[src/rtl/wld_pkg.sv]
// Shared types, codes and fixed widths of the weighted LD r-squared engine.
// Depends on nothing; all files but wld_ram import it.
`default_nettype none

package wld_pkg;

	localparam int FREQ_W = 16;
	localparam int ACC_W  = 32;
	localparam int TOT_W  = 9;
	localparam int RAH_W  = 2 * TOT_W;
	localparam int MUL_W  = 32;
	localparam int PROD_W = 2 * MUL_W;
	localparam int XW     = 42;
	localparam int WW     = 85;
	localparam int Q_W    = 16;

	localparam logic [TOT_W-1:0] TOT_MAX = '1;

	localparam logic [1:0] KIND_LOAD      = 2'd0;
	localparam logic [1:0] KIND_HOST      = 2'd1;
	localparam logic [1:0] KIND_SYM       = 2'd2;
	localparam logic [1:0] KIND_NONE      = 2'd3;
	localparam logic [1:0] ALLELE_REF     = 2'd0;
	localparam logic [1:0] ALLELE_ALT     = 2'd1;
	localparam logic [1:0] ALLELE_MISSING = 2'd2;
	localparam logic [1:0] ALLELE_UNKNOWN = 2'd3;

	typedef struct packed {
		logic [ACC_W-1:0] a;
		logic [ACC_W-1:0] big_a;
		logic [ACC_W-1:0] ab;
		logic [TOT_W-1:0] ref_tot;
		logic [TOT_W-1:0] alt_tot;
	} r2_req_t;

	typedef struct packed {
		logic           done;
		logic [Q_W-1:0] r_squared;
		logic           undefined;
	} r2_rsp_t;

endpackage

`default_nettype wire

[src/rtl/wld_mul.sv]
// Shared 32 x 32 multiplier with a registered product.
// Depends on wld_pkg for the operand width.
`default_nettype none

module wld_mul import wld_pkg::*; (
	input  wire logic              clk,
	input  wire logic [MUL_W-1:0]  a,
	input  wire logic [MUL_W-1:0]  b,
	output logic      [PROD_W-1:0] prod
);

	logic [PROD_W-1:0] prod_q;

	always_ff @(posedge clk) begin
		prod_q <= a * b;
	end

	assign prod = prod_q;

endmodule

`default_nettype wire

[src/rtl/wld_r2_unit.sv]
// Sequencer that forms r-squared from the weighted sums and host totals.
// Depends on wld_pkg and on wld_mul, which it uses for every wide product.
`default_nettype none

module wld_r2_unit import wld_pkg::*; (
	input  wire logic    clk,
	input  wire logic    arst_n,
	input  wire logic    start,
	input  wire r2_req_t req,
	output r2_rsp_t      rsp
);

	localparam int LIMB = 32;

	typedef enum logic [3:0] {
		ST_IDLE, ST_CHECK, ST_M_X, ST_M_Y, ST_M_P, ST_M_RA, ST_M_D0, ST_M_D1,
		ST_M_D2, ST_M_N0, ST_M_N1, ST_M_N2, ST_CMP, ST_DIV, ST_DONE
	} state_t;

	state_t            state_q;
	logic [ACC_W-1:0]  a_q;
	logic [ACC_W-1:0]  ba_q;
	logic [ACC_W-1:0]  ab_q;
	logic [TOT_W-1:0]  r_q;
	logic [TOT_W-1:0]  ah_q;
	logic [XW-1:0]     x_q;
	logic [XW-1:0]     y_q;
	logic [XW-1:0]     d_q;
	logic [PROD_W-1:0] pp_q;
	logic [RAH_W-1:0]  rah_q;
	logic [WW-1:0]     num_q;
	logic [WW-1:0]     den_q;
	logic [Q_W-1:0]    q_q;
	logic [3:0]        bit_q;
	logic              undef_q;

	logic [MUL_W-1:0]  mul_a;
	logic [MUL_W-1:0]  mul_b;
	logic [PROD_W-1:0] prod;
	logic [TOT_W:0]    h_sum;
	logic [WW-1:0]     num_sh;

	wld_mul u_mul (
		.clk  (clk),
		.a    (mul_a),
		.b    (mul_b),
		.prod (prod)
	);

	assign h_sum  = {1'b0, r_q} + {1'b0, ah_q};
	assign num_sh = num_q << 1;

	always_comb begin
		mul_a = '0;
		mul_b = '0;
		case (state_q)
			ST_M_X: begin
				mul_a = ab_q;
				mul_b = MUL_W'(h_sum);
			end
			ST_M_Y: begin
				mul_a = ba_q;
				mul_b = MUL_W'(ah_q);
			end
			ST_M_P: begin
				mul_a = a_q;
				mul_b = ba_q;
			end
			ST_M_RA: begin
				mul_a = MUL_W'(r_q);
				mul_b = MUL_W'(ah_q);
			end
			ST_M_D0: begin
				mul_a = d_q[LIMB-1:0];
				mul_b = d_q[LIMB-1:0];
			end
			ST_M_D1: begin
				mul_a = d_q[LIMB-1:0];
				mul_b = MUL_W'(d_q[XW-1:LIMB]);
			end
			ST_M_D2: begin
				mul_a = MUL_W'(d_q[XW-1:LIMB]);
				mul_b = MUL_W'(d_q[XW-1:LIMB]);
			end
			ST_M_N0: begin
				mul_a = pp_q[LIMB-1:0];
				mul_b = MUL_W'(rah_q);
			end
			ST_M_N1: begin
				mul_a = pp_q[PROD_W-1:LIMB];
				mul_b = MUL_W'(rah_q);
			end
			default: begin
			end
		endcase
	end

	always_ff @(posedge clk or negedge arst_n) begin
		if (!arst_n) begin
			state_q <= ST_IDLE;
			undef_q <= 1'b0;
			q_q     <= '0;
			bit_q   <= '0;
		end else begin
			case (state_q)
				ST_IDLE: begin
					if (start) begin
						a_q     <= req.a;
						ba_q    <= req.big_a;
						ab_q    <= req.ab;
						r_q     <= req.ref_tot;
						ah_q    <= req.alt_tot;
						state_q <= ST_CHECK;
					end
				end
				ST_CHECK: begin
					if (a_q == '0 || ba_q == '0 || r_q == '0 || ah_q == '0) begin
						undef_q <= 1'b1;
						q_q     <= '0;
						state_q <= ST_DONE;
					end else begin
						undef_q <= 1'b0;
						state_q <= ST_M_X;
					end
				end
				ST_M_X: state_q <= ST_M_Y;
				ST_M_Y: begin
					x_q     <= prod[XW-1:0];
					state_q <= ST_M_P;
				end
				ST_M_P: begin
					y_q     <= prod[XW-1:0];
					state_q <= ST_M_RA;
				end
				ST_M_RA: begin
					pp_q    <= prod;
					d_q     <= (x_q >= y_q) ? (x_q - y_q) : (y_q - x_q);
					state_q <= ST_M_D0;
				end
				ST_M_D0: begin
					rah_q   <= prod[RAH_W-1:0];
					state_q <= ST_M_D1;
				end
				ST_M_D1: begin
					num_q   <= WW'(prod);
					state_q <= ST_M_D2;
				end
				ST_M_D2: begin
					num_q   <= num_q + (WW'(prod) << (LIMB + 1));
					state_q <= ST_M_N0;
				end
				ST_M_N0: begin
					num_q   <= num_q + (WW'(prod) << (2 * LIMB));
					state_q <= ST_M_N1;
				end
				ST_M_N1: begin
					den_q   <= WW'(prod);
					state_q <= ST_M_N2;
				end
				ST_M_N2: begin
					den_q   <= den_q + (WW'(prod) << LIMB);
					state_q <= ST_CMP;
				end
				ST_CMP: begin
					if (num_q >= den_q) begin
						q_q     <= '1;
						state_q <= ST_DONE;
					end else begin
						q_q     <= '0;
						bit_q   <= '0;
						state_q <= ST_DIV;
					end
				end
				ST_DIV: begin
					if (num_sh >= den_q) begin
						num_q <= num_sh - den_q;
						q_q   <= {q_q[Q_W-2:0], 1'b1};
					end else begin
						num_q <= num_sh;
						q_q   <= {q_q[Q_W-2:0], 1'b0};
					end
					bit_q <= bit_q + 4'd1;
					if (bit_q == 4'(Q_W - 1)) begin
						state_q <= ST_DONE;
					end
				end
				ST_DONE: state_q <= ST_IDLE;
				default: state_q <= ST_IDLE;
			endcase
		end
	end

	assign rsp.done      = (state_q == ST_DONE);
	assign rsp.r_squared = q_q;
	assign rsp.undefined = undef_q;

endmodule

`default_nettype wire

[config.mk]
export PLATFORM = sky130hd
export DESIGN_NAME = wld_r2_unit
export DESIGN_NICKNAME = d
export VERILOG_FILES = /design/src/rtl/wld_pkg.sv /design/src/rtl/wld_mul.sv /design/src/rtl/wld_r2_unit.sv
export SDC_FILE = /design/constraint.sdc
export NUM_CORES = 2
export LEC_CHECK = 0
export BUFFER_PORTS_ARGS = -buffer_cell sky130_fd_sc_hd__buf_2
export CAP_MARGIN = 20
export CORE_MARGIN = 1.5
export CORE_UTILIZATION = 45
export DETAILED_ROUTE_END_ITERATION = 10
export SYNTH_ARGS = -nofsm -noshare
export SYNTH_HDL_FRONTEND = slang
export SYNTH_SLANG_ARGS = --single-unit
[constraint.sdc]
create_clock -name clk -period 11.95 [get_ports clk]
set_input_delay 2.39 -clock clk [delete_from_list [all_inputs] [get_ports clk]]
set_output_delay 2.39 -clock clk [all_outputs]
set_load 0.01 [all_outputs]
Word-level counts from Yosys, hierarchy flattened
Index checks and enable logic that the tools add are counted.
Word-level totals
  register bits: 581
  memory bits (read-only): 0
  bits in latches: 0
  bits of input ports: 117
  memories kept: 0
  bits in writable memories: 0
  word-level logic and storage cells: 92
Cells by class
  reductions and logical operators: 26
  div/mod/pow operators: 0
  eq/ne operators: 19
  bitwise gates (word level): 0
  shift operators: 0
  multiply operators: 1
  magnitude comparators: 3
  add/sub/neg operators: 8
  mux-type cells: 18
Operator list (count)
  $pmux W85 S4: 1
  $pmux W32 S8: 1
  $add A85 B85 Y85: 3
  $pmux W32 S6: 1
  $ge A85 B85 Y1: 2
  $pmux W85 S2: 1
  $mux W85: 1
  $sub A85 B85 Y85: 1
  $sub A42 B42 Y42: 2
  $logic_not A32 Y1: 2
  $mul A32 B32 Y64: 1
  $pmux W4 S14: 1
  $pmux W16 S3: 1
  $ge A42 B42 Y1: 1
  $mux W42: 1
  $eq A4 B4 Y1 const B: 8
  $mux W16: 2
  $logic_not A9 Y1: 2
  $reduce_and A2 Y1: 9
  $eq A4 B3 Y1 const B: 4
  $mux W4: 4
  $add A9 B9 Y10: 1
  $eq A4 B2 Y1 const B: 2
  $ne A2 B2 Y1 const B: 4
  12 further kinds: 19

Depth between registers and ports, before layout
  word-level depth: 6
  gate-level depth with buffers: 42
  mapped depth without buffers: 41

By module
Synthesis repeated with hierarchy kept, for this count alone.
Second synthesis, totals
  cells, all modules: 8087
  area, all modules: 74496.4 sq um
By module, submodules not included
  wld_r2_unit: sequential area each 15399.8 sq um, instances 1, cells an instance 4285, area each 39778.2 sq um
  wld_mul: sequential area each 1281.2 sq um, instances 1, cells an instance 3802, area each 34718.3 sq um

Worst setup path after synthesis
Ideal clock, no wire load.
  path type: input -> register
  start: input port start
  end: register a_q[0] (enable)
  library setup time: 0.727 ns
  cell stages on the path: 2
  buffers on the path: 0
  slack: 1.068 ns
  arrival: 10.155 ns
  path through: nand3_1 -> nor3_1
Between the ends
  cells in the longest elaborated chain, start to end: 1
Ends and longest elaborated chain
  start, declared: line wld_r2_unit.sv:8  | input wire logic start,
  $reduce_and A3 Y1 (no source line)
  end signal, assigned: line wld_r2_unit.sv:108  | a_q <= req.a;
  end, declared: line wld_r2_unit.sv:21  | logic [ACC_W-1:0] a_q;
Every way passes these cells.
A chain may end at the register's enable or synchronous reset.

Final worst setup path
  start: register state_q[2]
  end: register u_mul.prod_q[63], in the netlist u_mul.prod[63]
Between the ends
  cells in the longest elaborated chain, start to end: 4
Ends and longest elaborated chain
  start, declared: line wld_r2_unit.sv:20  | state_t state_q;
  start signal, assigned: line wld_r2_unit.sv:100  | state_q <= ST_IDLE;
  start signal, assigned: line wld_r2_unit.sv:113  | state_q <= ST_CHECK;
  start signal, assigned: line wld_r2_unit.sv:120  | state_q <= ST_DONE;
  $eq A4 B3 Y1 (tied with other cells): line wld_r2_unit.sv:56  | case (state_q)
  $reduce_or A2 Y1 (no source line)
  $pmux W32 S8 / $pmux W32 S6 (equally long branches): line wld_r2_unit.sv:56
  $mul A32 B32 Y64 (*): line wld_mul.sv:15  | prod_q <= a * b;
  end signal, assigned: line wld_mul.sv:15
  end, declared: line wld_mul.sv:12  | logic [PROD_W-1:0] prod_q;
Mark *: on every way between the ends. The rest lies on a longest branch, timed or not.

==> flow_summary.ini <==
[run_status]
status = complete, but fails checks
violations = design-rule violations

[cts]
clock_path_buffers = 3
ctsHoldBuffers = 0
htree_levels = 3
cts_root_buffer = clkbuf_16
numClockSinks = 581
post_cts_resized = 0
clock_latency_ns = 0.69
cts_buffers = 68
tritoncts = yes
clk_pin_slew_ns = 0.06
cts_setup_buffers = 0

[critical_path]
r2r_start = state_q[2]$_DFFE_PN0P_
crit_required_ns = 12.52
crit_top_cell = fa_1
cp_slowest_cell = and3_1
cp_top_family = adder cells
crit_fanout = 15
cp-startpoint = state_q[2]$_DFFE_PN0P_
critPathMaxStageDelay_ns = 0.87
cp_num_buf_inv = 6
cp-end-kind = register
crit_arrival_ns = 11.82
crit_path_start_kind = register
crit_type = register to register

[yosys]
synth-async-reset-ratio_pct = 4.30
syn_area_per_cell_um2 = 9.06
synthTopCellsByArea = fa_1, edfxtp_1, ha_1
ys_seq_elements = 581
yosys.area.top_type = fa_1
yosysTopAreaCellShare_pct = 24.7
synth_area_mm2 = 0.0733
synthCells = 8089
syn_nets = 9758
synth_ff_type = edfxtp_1
synth_common_cells = inv_1, nand2_1, fa_1, nor2_1, ha_1
synth_edf_count = 492
ys.warnings.count = 0
ys_seq_area_share_pct = 22.8
yosysMostFrequentCell = inv_1
ys_types = 103

[layout]
area_growth_pct = 7.64
fin_nets = 9734
drive_gt1_share_pct = 6.42
stdcell_count = 10300

[placed_design]
place_inst = 10200
io_buffer_count = 134
hpwlAfterDp_mm = 225
place.gp.congestion = 1.02

[drt]
antenna_left = 0
drtIter0Drc = 7462
totalWireLength_mm = 285
firstDrtPassIters = 11
vias = 62400
viasPerCell = 6.07
post-route-drc-count = 5
wl_per_cell_um = 27.7

[hold_path]
min-delay-start = q_q[0]$_DFFE_PN0P_
hold_class = register to register

[sta]
timing.fmax_mhz = 88.9
tightest_slew_ns = 1.30
timing.slew.headroom_pct = 12.2
hold_viol = 0
setup_viol = 0
post-route-period-util_pct = 94.2
tns_ns = 0
slew_viol_final = 0
finalCriticalPeriod_ns = 11.25
rsz0062_at_grt = false
fin_skew_ns = 0.0336

[run]
drv_cap = 0

[die]
rows = 147
initial_utilization_pct = 45.5
dieArea_mm2 = 0.165
ios = 135
die_h_um = 406
core-area_mm2 = 0.161
die_x_um = 406

[global_routing]
grt_overflow_total = 0
grt_antenna_before_repair = 19
grt_pass1_wl_mm = 413
grt_pass1_vias = 61300
grt_max_degree = 82
grtUsageTotal_pct = 34.4
-- through the flow --
stage	worst slack (ns)	util, %	instance area [µm²]	hold WS (ns)
floorplan	1.07	-	73300	0.430
global placement	1.34	47.4	76400	0.496
detailed placement	1.20	47.5	76500	0.506
CTS	1.14	48.9	78700	0.519
global route	0.362	48.9	78800	0.552
finish	0.697	48.9	78800	0.525
-- sequential cells by signal, indices dropped and copies added, names as in the netlist --
| register | cells |
|---|---|
| num_q | 85 |
| y_q | 42 |
| a_q | 32 |
| q_q | 16 |
| ah_q | 9 |
| den_q | 85 |
| d_q | 42 |
| state_q | 4 |
| ba_q | 32 |
| x_q | 42 |
| undef_q | 1 |
| pp_q | 64 |
| rah_q | 18 |
| bit_q | 4 |
| r_q | 9 |
| ab_q | 32 |
| u_mul.prod | 64 |
-- final timing paths --
check,to,slack (ns),cells past startpoint
min in group asynchronous,q_q[14]$_DFFE_PN0P_,1.75,2
max,u_mul.prod[63]$_DFF_P_,0.70,32
min reg2reg,q_q[0]$_DFFE_PN0P_,0.52,1
max in group asynchronous,bit_q[2]$_DFFE_PN0P_,9.82,2
max reg2reg,u_mul.prod[63]$_DFF_P_,0.70,32
min,q_q[0]$_DFFE_PN0P_,0.52,1
-- cell families after synthesis --
kind of cell,share of synthesized area [%]
simple gates,14.0
compound gates,14.7
buf+inv,8.47
fa+ha+maj,35.8
flops,22.8
xor+xnor,3.38
mux,0.919
-- worst register-to-register path: cells and delay by family (launching register included) --
kind | cells | cell delay (ns)
adder cells (fa/ha/maj) | 9 | 4.34
AO/OA/AOI/OAI | 11 | 3.07
AND/OR/NAND/NOR | 5 | 1.87
buffers and inverters | 6 | 1.03
flip-flops | 1 | 0.66
XOR/XNOR | 1 | 0.16
-- per-layer routing --
layer  GRT usage [%]  vias to the layer above  routed length [µm]
li1                -                    27000                   -
met1            47.5                    31300              118000
met2            50.3                     3477              120000
met3            8.92                      624               31700
met4            16.4                        8               15400
met5               0                        -                  67
-- layout by cell type (no fill, tap or decap), types with 56 or more instances in the layout --
cell and count:
buf_4 165, nand3_1 104, a21oi_1 456, o21ai_0 335, buf_2 136, dfxtp_1 64, xor2_1 105, fa_1 903
clkbuf_16 72, o21bai_1 82, mux2i_1 56, edfxtp_1 492, nor2_1 693, inv_1 1216, ha_1 649, nor3_1 63
nand2_1 999, xnor2_1 178, a21o_1 216, a22oi_1 143, nand4_1 113, and3_1 75
-- cell type report --
cell class,instances,area [µm²]
fillers,15500,82300
multi-input cells,5889,50500
flip-flops and latches,581,16700
inverters,1217,4570
well taps,2160,2700
repair buffers,308,2050
clock buffers,86,1910
clock inverters,39,375
diodes,10,25.0
Power is left out: the tool's default activity adds up to more than one toggle a clock period on the data nets, which glitch-free logic cannot reach.
