$ cat config.mk
export PLATFORM = sky130hd
export DESIGN_NAME = wld_ram
export DESIGN_NICKNAME = d
export VERILOG_FILES = /design/src/rtl/wld_ram.sv
export SDC_FILE = /design/constraint.sdc
export NUM_CORES = 1
export LEC_CHECK = 0
export BUFFER_PORTS_ARGS = -buffer_cell sky130_fd_sc_hd__buf_4
export CAP_MARGIN = 20
export CORE_MARGIN = 5
export CORE_UTILIZATION = 50
export CTS_BUF_LIST = sky130_fd_sc_hd__clkbuf_8
export DETAILED_ROUTE_END_ITERATION = 12
export HOLD_SLACK_MARGIN = 0.03
export PLACE_DENSITY = 0.68
export REMOVE_ABC_BUFFERS = 1
export SETUP_SLACK_MARGIN = 0.15
export SLEW_MARGIN = 20
export SYNTH_ARGS = -nofsm -noshare
export SYNTH_HDL_FRONTEND = slang
export SYNTH_SLANG_ARGS = --single-unit
$ cat constraint.sdc
create_clock -name clk -period 2.4 [get_ports clk]
set_clock_uncertainty 0.05 [all_clocks]
set_input_delay 0.48 -clock clk [delete_from_list [all_inputs] [get_ports clk]]
set_output_delay 0.48 -clock clk [all_outputs]
set_load 0.1 [all_outputs]
$ cat src/rtl/wld_ram.sv
// Generic single-port-write, single-port-read RAM with a registered read.
// Depends on nothing.
`default_nettype none

module wld_ram #(
	parameter int WIDTH = 16,
	parameter int DEPTH = 64,
	localparam int AW = (DEPTH > 1) ? $clog2(DEPTH) : 1
) (
	input  wire logic             clk,
	input  wire logic             we,
	input  wire logic [AW-1:0]    waddr,
	input  wire logic [WIDTH-1:0] wdata,
	input  wire logic [AW-1:0]    raddr,
	output logic      [WIDTH-1:0] rdata
);

	logic [WIDTH-1:0] mem_q [DEPTH];
	logic [WIDTH-1:0] rdata_q;

	always_ff @(posedge clk) begin
		if (we) begin
			mem_q[waddr] <= wdata;
		end
		rdata_q <= mem_q[raddr];
	end

	assign rdata = rdata_q;

endmodule

`default_nettype wire

Yosys cells after proc, flatten, opt, wreduce, memory -nomap -nowiden:

Memory sizes are Yosys's and may differ from the RTL's. A register that Yosys moved wholly into a read port is not among the register bits.
Cells that the tools add are included.

* mux-type cells: 2

Operators by type and width (count)
* $mux W1: 2

* bits in registers: 0
* memory bits (writable): 1024
* input port bits: 30
* output and inout port bits: 16
* word-level logic and storage cells: 3
* memories kept: 1

Memories
* mem_q: depth 64, bits a word 16, rd ports 1, clocked after memory_dff 1, wr ports 1, line 18 `logic [WIDTH-1:0] mem_q [DEPTH];`

Logic depth before layout (Yosys ltp):

Gate-level depths: netlist (run 1).

* depth after elaboration: 2
* mapped depth: 10
* mapped depth without buffers: 5

Least setup slack after synthesis (run 1):

OpenSTA, ideal clock, no wires.

* path kind: input-to-reg
* start: input port waddr[3]
* end: memory mem_q[48][0], enable pin
* arrival: 2.106 ns
* path slack: -0.165 ns
* stages on the path: 4
* cells stage by stage: clkbuf_1 -> nor2b_1 -> nand4b_1 -> nor3_1

RTL lines
* from (decl): line 12 `input wire logic [AW-1:0] waddr,`
* to (decl): line 18

No word-level cell before the write port.

Final worst setup path (run 1):

* start: register rdata_q[14], in the netlist rdata[14], read port of mem_q
* end: output port rdata[14]

RTL lines
* from (decl): line 19 `logic [WIDTH-1:0] rdata_q;`
* to (decl): line 15 `output logic [WIDTH-1:0] rdata`

No word-level cell between the ends.

==> results.ini, run 1 <==
[status]
run_status = complete, no violations

[logic_synthesis]
syn_inst = 1829
ys_seq_elements = 1040
netlist_area_sq_um = 40040
syn_avg_cell_area_sq_um = 21.89
ys_seq_area_share_pct = 77.59
synth-edff-count = 1024
async_flop_share_pct = 0
yosysWarnings = 0
synthFlopType = edfxtp_1
synth.distinct_cells = 43

[setup_path]
path_delay_family = flip-flops
crit_path_start_kind = register
critical_path_class = register to output port
required_ps = 1870
worst-path-buf-inv = 1
path_cells = buf_4
cpPeakStageDelay_ps = 500
cp_max_fo = 1
worstSetupEndpointType = output port
critPathSlowestCell = dfxtp_1
arrival_ps = 1670

[sta]
slew_headroom_pct = 42.96
rsz0062_at_grt = no
fmax_ghz = 0.4548
tightest_slew_ps = 855.6
setup_viol = 0
final-hold-violation-count = 0
hold_slack_ps = 106.4
slew_viol_final = 0
period_minus_slack_ps = 2199
fin_crit_sh_pct = 91.61

[global_route]
grt_antenna_before_repair = 8
grt_pass1_wl_um = 141500
grt_pass1_vias = 20860
grtUsageTotal_pct = 22.67
grt_max_degree = 65
overflow = 0

[cells_and_area]
final_cells = 3370
drive_above_1_share_pct = 32.48
fin_nets = 2220
layout_commonest_cell = edfxtp_1
mostFrequentLayoutCells = 1024 x edfxtp_1, 263 x buf_4, 220 x mux4_2, 166 x clkbuf_8, 85 x mux2i_1
area_growth_pct = 15.74

[clock_network]
clk_latency_ps = 830
cts-buffers-inserted = 161
cts_tree = yes
cts_resized = 0
cts.sinks = 1040
cts-root-buf = clkbuf_8
clk_pin_slew_ps = 60
hold_buffers = 0
postCtsSetupBuffers = 0
cts-htree-levels = 4
clk_path_buf_depth = 3

[place]
dp_cells = 3077
dp.final_hpwl_um = 59580
gp_congestion = 0.8062
io_buffer_count = 45

[power_and_ir_drop]
power_density_nw_per_um2 = 782.0
ir_drop_uv = 492.2
p_leak_nw = 15.33

[floorplanning]
row_count = 103
io-pin-count = 46
fp.coreArea_sq_um = 79260
dieArea_sq_um = 85840
initial_core_util_pct = 50.52
fp.dieW_um = 293.0
die_h_um = 293.0

[routing]
routedWlPerCell_um = 28.60
drt_iter0_markers = 2601
final_antenna_net_count = 0
first_pass_iters = 6
vias = 20270
finalWirelength_um = 96370
viasPerCell = 6.015
drc = 0

[min_path]
hold_class = primary input to register

[run]
cap_violations = 0

synthesized netlist by cell type, types with 4 or more instances:
| cell | instances | share of area (%) |
|---|---|---|
| a211o_1 | 8 | 0.17 |
| buf_12 | 5 | 0.25 |
| buf_4 | 13 | 0.24 |
| a22o_1 | 6 | 0.13 |
| a22oi_1 | 39 | 0.73 |
| a31oi_1 | 8 | 0.12 |
| and4_1 | 5 | 0.11 |
| nand3_1 | 24 | 0.30 |
| nor2_1 | 72 | 0.67 |
| edfxtp_1 | 1024 | 77 |
| buf_6 | 17 | 0.48 |
| mux4_1 | 4 | 0.26 |
| a21oi_1 | 17 | 0.21 |
| a41oi_1 | 5 | 0.11 |
| buf_2 | 36 | 0.45 |
| nor2b_1 | 30 | 0.47 |
| o21ai_0 | 5 | 0.062 |
| dfxtp_1 | 16 | 0.80 |
| clkbuf_1 | 24 | 0.22 |
| a211oi_1 | 8 | 0.15 |
| a221o_1 | 6 | 0.15 |
| nand4_1 | 12 | 0.19 |
| a311oi_1 | 8 | 0.17 |
| nand2_1 | 59 | 0.55 |
| a221oi_1 | 16 | 0.35 |
| mux2i_1 | 85 | 2.1 |
| mux2_2 | 27 | 0.76 |
| mux4_2 | 220 | 12 |
logic make-up (layout without fill, tap and decap cells):
logic type | after synthesis | in the layout | share of synthesized area [%]
flip-flops | 1040 | 1040 | 77.59
multiplexers | 336 | 336 | 15.52
AND/OR/NAND/NOR | 220 | 220 | 2.647
AO/OA/AOI/OAI | 129 | 129 | 2.409
buffers and inverters | 104 | 593 | 1.831
other | 0 | 2 | 0
routing by layer:
metal	wire [um]	global-route usage (%)	vias up
li1	-	-	8442
met3	8030	4.898	169
met2	47230	36.53	948
met4	2483	6.800	4
met5	27	0	-
met1	38610	31.77	10710
cell type report:
type | instances | area (sq um)
fill | 5787 | 32910
sequential | 1040 | 31070
multi-input combinational | 685 | 8249
timing repair buffer | 302 | 2736
clock buffer | 166 | 2285
tap | 1050 | 1314
clock inverter | 125 | 685.7
antenna | 2 | 5.005
registers in the layout, indices dropped and copies added, names as in the netlist:
signal	cells
rdata	16
mem_q	1024
where the power goes:
part           total [W]  internal [W]  leakage [nW]  switching [W]
Combinational    0.00240      0.000889          4.25        0.00151
Clock             0.0137       0.00690          1.73        0.00676
Sequential        0.0202        0.0201          9.35      0.0000758
Total             0.0362        0.0279          15.3        0.00834
stage by stage:
stage / cell area [sq um] / TNS (ps) / setup WS (ps) / utilization, % / power (W)
CTS: 46340 / 0 / 161.9 / 58.47 / 0.03653
finish: 46340 / 0 / 201.4 / 58.47 / 0.03624
detailed placement: 43370 / -5252 / -474.9 / 54.72 / 0.02298
floorplan: 39310 / -282.4 / -12.48 / - / 0.02155
global placement: 43370 / -5145 / -452.3 / 54.72 / 0.02293
global route: 46340 / 0 / 159.0 / 58.47 / 0.03758
worst paths after layout:
kind                                endpoint     startpoint  cells past startpoint  slack (ps)
worst max-delay path               rdata[14]      rdata[14]                      1         200
worst min-delay path            mem_q[20][3]       wdata[3]                      1         110
worst max register to register     rdata[11]  mem_q[62][11]                      5         300
worst min register to register     rdata[10]  mem_q[27][10]                      4         820
(Power assumes the default switching activity.)
==> run 2, diff against run 1 <==
--- a/config.mk
+++ b/config.mk
@@ -5,14 +5,17 @@
 export SDC_FILE = /design/constraint.sdc
 export NUM_CORES = 1
 export LEC_CHECK = 0
+export ABC_AREA = 1
 export BUFFER_PORTS_ARGS = -buffer_cell sky130_fd_sc_hd__buf_4
 export CAP_MARGIN = 20
+export CELL_PAD_IN_SITES_DETAIL_PLACEMENT = 1
+export CELL_PAD_IN_SITES_GLOBAL_PLACEMENT = 2
 export CORE_MARGIN = 5
-export CORE_UTILIZATION = 50
+export CORE_UTILIZATION = 41
 export CTS_BUF_LIST = sky130_fd_sc_hd__clkbuf_8
 export DETAILED_ROUTE_END_ITERATION = 12
 export HOLD_SLACK_MARGIN = 0.03
-export PLACE_DENSITY = 0.68
+export PLACE_DENSITY_LB_ADDON = 0.1
 export REMOVE_ABC_BUFFERS = 1
 export SETUP_SLACK_MARGIN = 0.15
 export SLEW_MARGIN = 20
==> run 2 against run 1 <==
Net effect: hold slack improved by 2.3 ps; largest power group unchanged; clock power rose by 4%; sequential power barely moved; global-route usage rose by 2.8 points.
==> results.ini, run 2 <==
[status]
run_status = complete, no violations  ; unchanged

[logic_synthesis]
yosysTopAreaCellShare_pct = 73.04  ; was 76.79%
yosysWarnings = 0  ; unchanged
ys_seq_elements = 1040  ; unchanged
yosys.area.top_type = edfxtp_1  ; unchanged
yosys.cell_count.top_type = nand2_1  ; was edfxtp_1
syn_avg_cell_area_sq_um = 11.97  ; was 21.89 sq um
synth.distinct_cells = 16  ; was 43
netlist_area_sq_um = 42100  ; was 40040 sq um
synth_common_cells = 1296 x nand2_1, 1024 x edfxtp_1, 871 x nand3_1  ; was 1024 x edfxtp_1, 220 x mux4_2, 85 x mux2i_1
synth-edff-count = 1024  ; unchanged
synth_area_leaders = edfxtp_1 73%, nand2_1 12%, nand3_1 10%, buf_2 1.3%, buf_6 1.3%  ; was edfxtp_1 77%, mux4_2 12%, mux2i_1 2.1%, dfxtp_1 0.80%, mux2_2 0.76%
ys_seq_area_share_pct = 73.80  ; was 77.59%
syn_inst = 3517  ; was 1829
async_flop_share_pct = 0  ; unchanged
synthFlopType = edfxtp_1  ; unchanged

[setup_path]
path_delay_family = flip-flops  ; unchanged
required_ps = 1870  ; about the same
arrival_ps = 1680  ; was 1670 ps
worst-path-buf-inv = 1  ; unchanged
cp_max_fo = 1  ; unchanged
crit_path_start_kind = register  ; unchanged
critPathSlowestCell = dfxtp_1  ; unchanged
critical_path_class = register to output port  ; unchanged
worstSetupEndpointType = output port  ; unchanged
path_cells = buf_4  ; unchanged
cpPeakStageDelay_ps = 500  ; about the same

[run]
cap_violations = 0  ; unchanged

[sta]
final-hold-violation-count = 0  ; unchanged
tightest_slew_ps = 932.5  ; was 855.6 ps
slew_viol_final = 0  ; unchanged
rsz0062_at_grt = no  ; unchanged
slew_headroom_pct = 37.83  ; was 42.96%
fin_crit_sh_pct = 92.18  ; was 91.61%
setup_viol = 0  ; unchanged
fmax_ghz = 0.4520  ; was 0.4548 GHz
period_minus_slack_ps = 2212  ; was 2199 ps
hold_slack_ps = 108.7  ; was 106.4 ps

[power_and_ir_drop]
internal_power_w = 0.02808  ; was 0.02790 W
ir_drop_uv = 582.3  ; was 492.2 uV
p_leak_nw = 17.83  ; was 15.33 nW
power.total_w = 0.03745  ; was 0.03624 W
power_density_nw_per_um2 = 769.6  ; was 782.0 nW/um^2
pwr-share-comb_pct = 8.2  ; was 6.6%
p_sw_w = 0.009374  ; was 0.008341 W
p_seq_share_pct = 53.9  ; was 55.7%
switching_share_pct = 25.03  ; was 23.01%
clkPwrFrac_pct = 37.9  ; was 37.7%

[clock_network]
clk_path_buf_depth = 3  ; unchanged
clk_latency_ps = 840  ; was 830 ps
cts.sinks = 1040  ; unchanged
clk_pin_slew_ps = 60  ; about the same
cts-buffers-inserted = 175  ; was 161
postCtsSetupBuffers = 0  ; unchanged
cts_tree = yes  ; unchanged
cts-htree-levels = 4  ; unchanged
cts-root-buf = clkbuf_8  ; unchanged

[routing]
drt_iter0_markers = 2421  ; was 2601
viasPerCell = 5.475  ; was 6.015
routedWlPerCell_um = 26.56  ; was 28.60 um
vias = 28640  ; was 20270
drc = 0  ; unchanged
final_antenna_net_count = 0  ; unchanged
finalWirelength_um = 139000  ; was 96370 um
first_pass_iters = 5  ; was 6

[cells_and_area]
drive_above_1_share_pct = 12.51  ; was 32.48%
largest_reg_flops = 1024  ; unchanged
seqCellArea_sq_um = 31070  ; unchanged
fin_nets = 3757  ; was 2220
area_growth_pct = 15.60  ; was 15.74%
top_register = mem_q  ; unchanged
mostFrequentLayoutCells = 1296 x nand2_1, 1024 x edfxtp_1, 871 x nand3_1, 186 x clkbuf_8, 159 x buf_4  ; was 1024 x edfxtp_1, 263 x buf_4, 220 x mux4_2, 166 x clkbuf_8, 85 x mux2i_1
n_fill_cell = 10710  ; was 5787
layout_commonest_cell = nand2_1  ; was edfxtp_1
multi_input_area_sq_um = 9630  ; was 8249 sq um

[global_route]
grt_use_met3_pct = 3.866  ; was 4.898%
grtUsageTotal_pct = 25.43  ; was 22.67%
grt_max_degree = 66  ; was 65
busiest_layer = met2  ; unchanged
grt_antenna_before_repair = 4  ; was 8
grt_pass1_vias = 29660  ; was 20860
grtUsageMet1_pct = 36.53  ; was 31.77%
overflow = 0  ; unchanged
grtUsageMet2_pct = 40.42  ; was 36.53%
grt_pass1_wl_um = 202700  ; was 141500 um

[floorplanning]
fp.dieW_um = 330.4  ; was 293.0 um
row_count = 117  ; was 103
fp.coreArea_sq_um = 101900  ; was 79260 sq um
dieArea_sq_um = 109200  ; was 85840 sq um
die_h_um = 330.4  ; was 293.0 um
io-pin-count = 46  ; unchanged
initial_core_util_pct = 41.32  ; was 50.52%

[place]
gp_congestion = 0.9021  ; was 0.8062
io_buffer_count = 45  ; unchanged
dp.final_hpwl_um = 84750  ; was 59580 um

[min_path]
hold_class = primary input to register  ; unchanged

==> run 2: cells by family after synthesis <==
logic type | synth area share [%]
buf+inv | 3.537
flops | 73.80
simple gates | 22.66
==> run 2: path summary, 6_finish.rpt <==
kind                      from           to  slack (ps)  cells past startpoint
hold reg to reg   mem_q[39][4]     rdata[4]         770                      8
setup / recovery     rdata[14]    rdata[14]         190                      1
setup reg to reg  mem_q[51][2]     rdata[2]         690                      8
hold / removal        wdata[1]  mem_q[8][1]         110                      1
==> run 2: what timing repair did <==
item                                    in CTS  in global routing
gates resized for setup                      2                  0
hold buffers                                 6                  0
endpoints found under the hold margin       88                  0
endpoints found under the setup margin       2                  0
==> run 2: power by group through the flow <==
stage          registers, W  logic, W  clock network [W]
3_3_place_gp         0.0206   0.00302                  0
4_1_cts              0.0202   0.00308             0.0146
2_1_floorplan        0.0208   0.00100                  0
5_1_grt              0.0202   0.00327             0.0154
6_report             0.0202   0.00306             0.0142
3_5_place_dp         0.0206   0.00306                  0
==> run 2: final cells by class <==
cell class	count	share of cell area, %
Clock buffer	186	5.260
Tap cell	1368	3.517
Timing Repair Buffer	258	6.327
Inverter	12	0.1517
Sequential cell	1040	63.84
Antenna cell	4	0.02057
Clock inverter	124	1.090
Multi-Input combinational cell	2240	19.79
==> run 2: metrics by stage <==
step	setup WS (ps)	cell area [sq um]	utilization [%]	setup TNS, ps	cells
finish	187.6	48670	47.76	0	5232
global route	165.6	48660	47.76	0	5230
CTS	155.4	48660	47.75	0	5228
detailed placement	-191.0	45500	44.65	-915.2	4912
global placement	-188.3	45500	44.65	-783.1	4912
floorplan	-847.9	40660	-	-75510	3292
==> run 2: layer usage <==
metal  wire length, um  part of all wire, %
met1             64200                   46
met2             64240                   46
met3              6725                  4.8
met4              3782                  2.7
met5                15                0.011
==> run 3, diff against run 2 <==
--- a/config.mk
+++ b/config.mk
@@ -11,8 +11,9 @@
 export CELL_PAD_IN_SITES_DETAIL_PLACEMENT = 1
 export CELL_PAD_IN_SITES_GLOBAL_PLACEMENT = 2
 export CORE_MARGIN = 5
-export CORE_UTILIZATION = 41
-export CTS_BUF_LIST = sky130_fd_sc_hd__clkbuf_8
+export CORE_UTILIZATION = 44
+export CTS_BUF_LIST = sky130_fd_sc_hd__clkbuf_16
+export CTS_CLUSTER_DIAMETER = 40
 export DETAILED_ROUTE_END_ITERATION = 12
 export HOLD_SLACK_MARGIN = 0.03
 export PLACE_DENSITY_LB_ADDON = 0.1
==> constraint.sdc (replaced) <==
create_clock -name clk -period 2.2 [get_ports clk]
set_clock_uncertainty 0.05 [all_clocks]
set_input_delay 0.44 -clock clk [delete_from_list [all_inputs] [get_ports clk]]
set_output_delay 0.44 -clock clk [all_outputs]
set_load 0.1 [all_outputs]
==> run 3 against run 2 <==
Net effect: global-route usage up 0.99 points; total power is 32% higher; combinational power increased by 12%; wire length is 2.2% lower; sequential share of layout area shrank 3.3 points; largest power group is now the clock network.
==> results.ini, run 3 (synthesis gave the netlist of run 2 again) <==
[cells_and_area]
mostFrequentLayoutCells = 1296 x nand2_1, 1024 x edfxtp_1, 871 x nand3_1, 205 x buf_4, 156 x clkbuf_16  ; was 1296 x nand2_1, 1024 x edfxtp_1, 871 x nand3_1, 186 x clkbuf_8, 159 x buf_4
layout_commonest_cell = nand2_1  ; unchanged
top_register = mem_q  ; unchanged
drive_above_1_share_pct = 15.13  ; was 12.51%
largest_reg_flops = 1024  ; unchanged
final_area_sq_um = 51320  ; was 48670 sq um
fin_nets = 3800  ; was 3757
area_growth_pct = 21.89  ; was 15.60%
n_fill_cell = 9634  ; was 10710

[sta]
fmax_ghz = 0.4999
setup_viol = 0  ; unchanged
slew_headroom_pct = 44.02  ; was 37.83%
finalWorstSetupSlack_ps = 199.6  ; was 187.6 ps
period_minus_slack_ps = 2000
slew_viol_final = 0  ; unchanged
rsz0062_at_grt = no  ; unchanged
tightest_slew_ps = 839.7  ; was 932.5 ps
final-hold-violation-count = 0  ; unchanged
fin_crit_sh_pct = 90.93

[routing]
first_pass_iters = 6  ; was 5
drc = 0  ; unchanged
vias = 28840  ; was 28640
routedWlPerCell_um = 26.34  ; was 26.56 um
finalWirelength_um = 135900  ; was 139000 um
final_antenna_net_count = 0  ; unchanged
viasPerCell = 5.589  ; was 5.475
drt_iter0_markers = 2436  ; was 2421

[global_route]
overflow = 0  ; unchanged
grt_pass1_vias = 30520  ; was 29660
grtUsageMet1_pct = 35.51  ; was 36.53%
grtUsageTotal_pct = 26.42  ; was 25.43%
grt_antenna_before_repair = 4  ; unchanged
grt_pass1_wl_um = 199900  ; was 202700 um
grt_max_degree = 65  ; was 66
grtUsageMet2_pct = 43.80  ; was 40.42%
busiest_layer = met2  ; unchanged
grt_use_met3_pct = 5.010  ; was 3.866%

[setup_path]
crit_path_start_kind = register  ; unchanged
worstSetupEndpoint = rdata[13]  ; was rdata[14]
reg2reg_depth = 8  ; unchanged
critPathSlowestCell = dfxtp_1  ; unchanged
cp_max_fo = 1  ; unchanged
cpPeakStageDelay_ps = 490  ; was 500 ps
cp.depth = 1  ; unchanged
path_cells = buf_6  ; was buf_4
worst-path-buf-inv = 1  ; unchanged
worst-r2r-setup-slack_ps = 400  ; was 690 ps
required_ps = 1710  ; was 1870 ps
critical_path_class = register to output port  ; unchanged
regToRegStartpoint = mem_q[42][9]  ; was mem_q[51][2]
path_delay_family = flip-flops  ; unchanged
crit_start = rdata[13]  ; was rdata[14]
timing.rr.end = rdata[9]  ; was rdata[2]
arrival_ps = 1510  ; was 1680 ps
worstSetupEndpointType = output port  ; unchanged

[min_path]
hold_class = primary input to register  ; unchanged

[place]
dp.final_hpwl_um = 83030  ; was 84750 um
gp_congestion = 0.8189  ; was 0.9021
io_buffer_count = 45  ; unchanged
dp_slack_ps = -286.0  ; was -191.0 ps
placed_cell_area_sq_um = 46220  ; was 45500 sq um

[clock_network]
clk_path_buf_depth = 3  ; unchanged
cts_tree = yes  ; unchanged
cts.sinks = 1040  ; unchanged
cts-htree-levels = 4  ; unchanged
clk_latency_ps = 740  ; was 840 ps
clk_pin_slew_ps = 60  ; about the same
cts-root-buf = clkbuf_16  ; was clkbuf_8
cts-buffers-inserted = 150  ; was 175

[floorplanning]
initial_core_util_pct = 44.31  ; was 41.32%
dieArea_sq_um = 102000  ; was 109200 sq um
io-pin-count = 46  ; unchanged
row_count = 113  ; was 117
die_h_um = 319.3  ; was 330.4 um
fp.dieW_um = 319.3  ; was 330.4 um
fp.coreArea_sq_um = 95010  ; was 101900 sq um

[status]
run_status = complete, no violations  ; unchanged

[run]
cap_violations = 0  ; unchanged

[power_and_ir_drop]
power.total_w = 0.04944  ; was 0.03745 W
ir_drop_uv = 1132  ; was 582.3 uV
p_leak_nw = 18.94  ; was 17.83 nW
power_density_nw_per_um2 = 963.4  ; was 769.6 nW/um^2

==> run 3: worst min path at each step <==
stage / startpoint / endpoint / slack, ps / cells past startpoint
floorplan: wdata[0] / mem_q[0][0] / 490 / 0
global placement: wdata[13] / mem_q[44][13] / 640 / 1
detailed placement: wdata[13] / mem_q[44][13] / 640 / 1
CTS: wdata[1] / mem_q[45][1] / 70 / 1
global route: wdata[6] / mem_q[7][6] / 80 / 1
finish: wdata[1] / mem_q[45][1] / 100 / 1
==> run 3: layout make-up <==
| class | count | area (sq um) | area share (%) |
|---|---|---|---|
| Antenna cell | 2 | 5.005 | 0.009753 |
| Clock buffer | 156 | 3904 | 7.607 |
| Clock inverter | 119 | 1161 | 2.263 |
| Inverter | 12 | 71.32 | 0.1390 |
| Multi-Input combinational cell | 2240 | 9623 | 18.75 |
| Sequential cell | 1040 | 31070 | 60.55 |
| Tap cell | 1265 | 1583 | 3.084 |
| Timing Repair Buffer | 326 | 3897 | 7.595 |
==> run 3: power breakdown <==
part | total [W] | internal, W | switching [W]
Combinational | 0.00344 | 0.000975 | 0.00246
Clock | 0.0240 | 0.0150 | 0.00895
Sequential | 0.0220 | 0.0220 | 0.0000757
==> run 3: metal layers <==
metal	vias to the layer above	wire [um]
met5	-	25
met4	4	3901
met1	14850	58450
met3	220	8038
li1	12960	-
met2	804	65490
==> run 3: per-stage QoR <==
| step | hold WS (ps) | setup TNS (ps) | util (%) | cells |
|---|---|---|---|---|
| after CTS | 65.51 | 0 | 54.00 | 5158 |
| final | 104.2 | 0 | 54.01 | 5160 |
| after detailed placement | 637.1 | -2036 | 48.65 | 4882 |
| after global routing | 80.19 | 0 | 54.01 | 5158 |
| after floorplan | 488.9 | -98550 | - | 3292 |
| after global placement | 635.9 | -1541 | 48.65 | 4882 |
==> run 3: what timing repair did <==
item                       in CTS  in global routing
hold endpoints to repair        4                  0
resized for setup               5                  1
setup endpoints to repair       4                  1
pin swaps                       0                  0
gates cloned                    0                  0
setup buffers                   0                  0
hold buffers                    1                  0
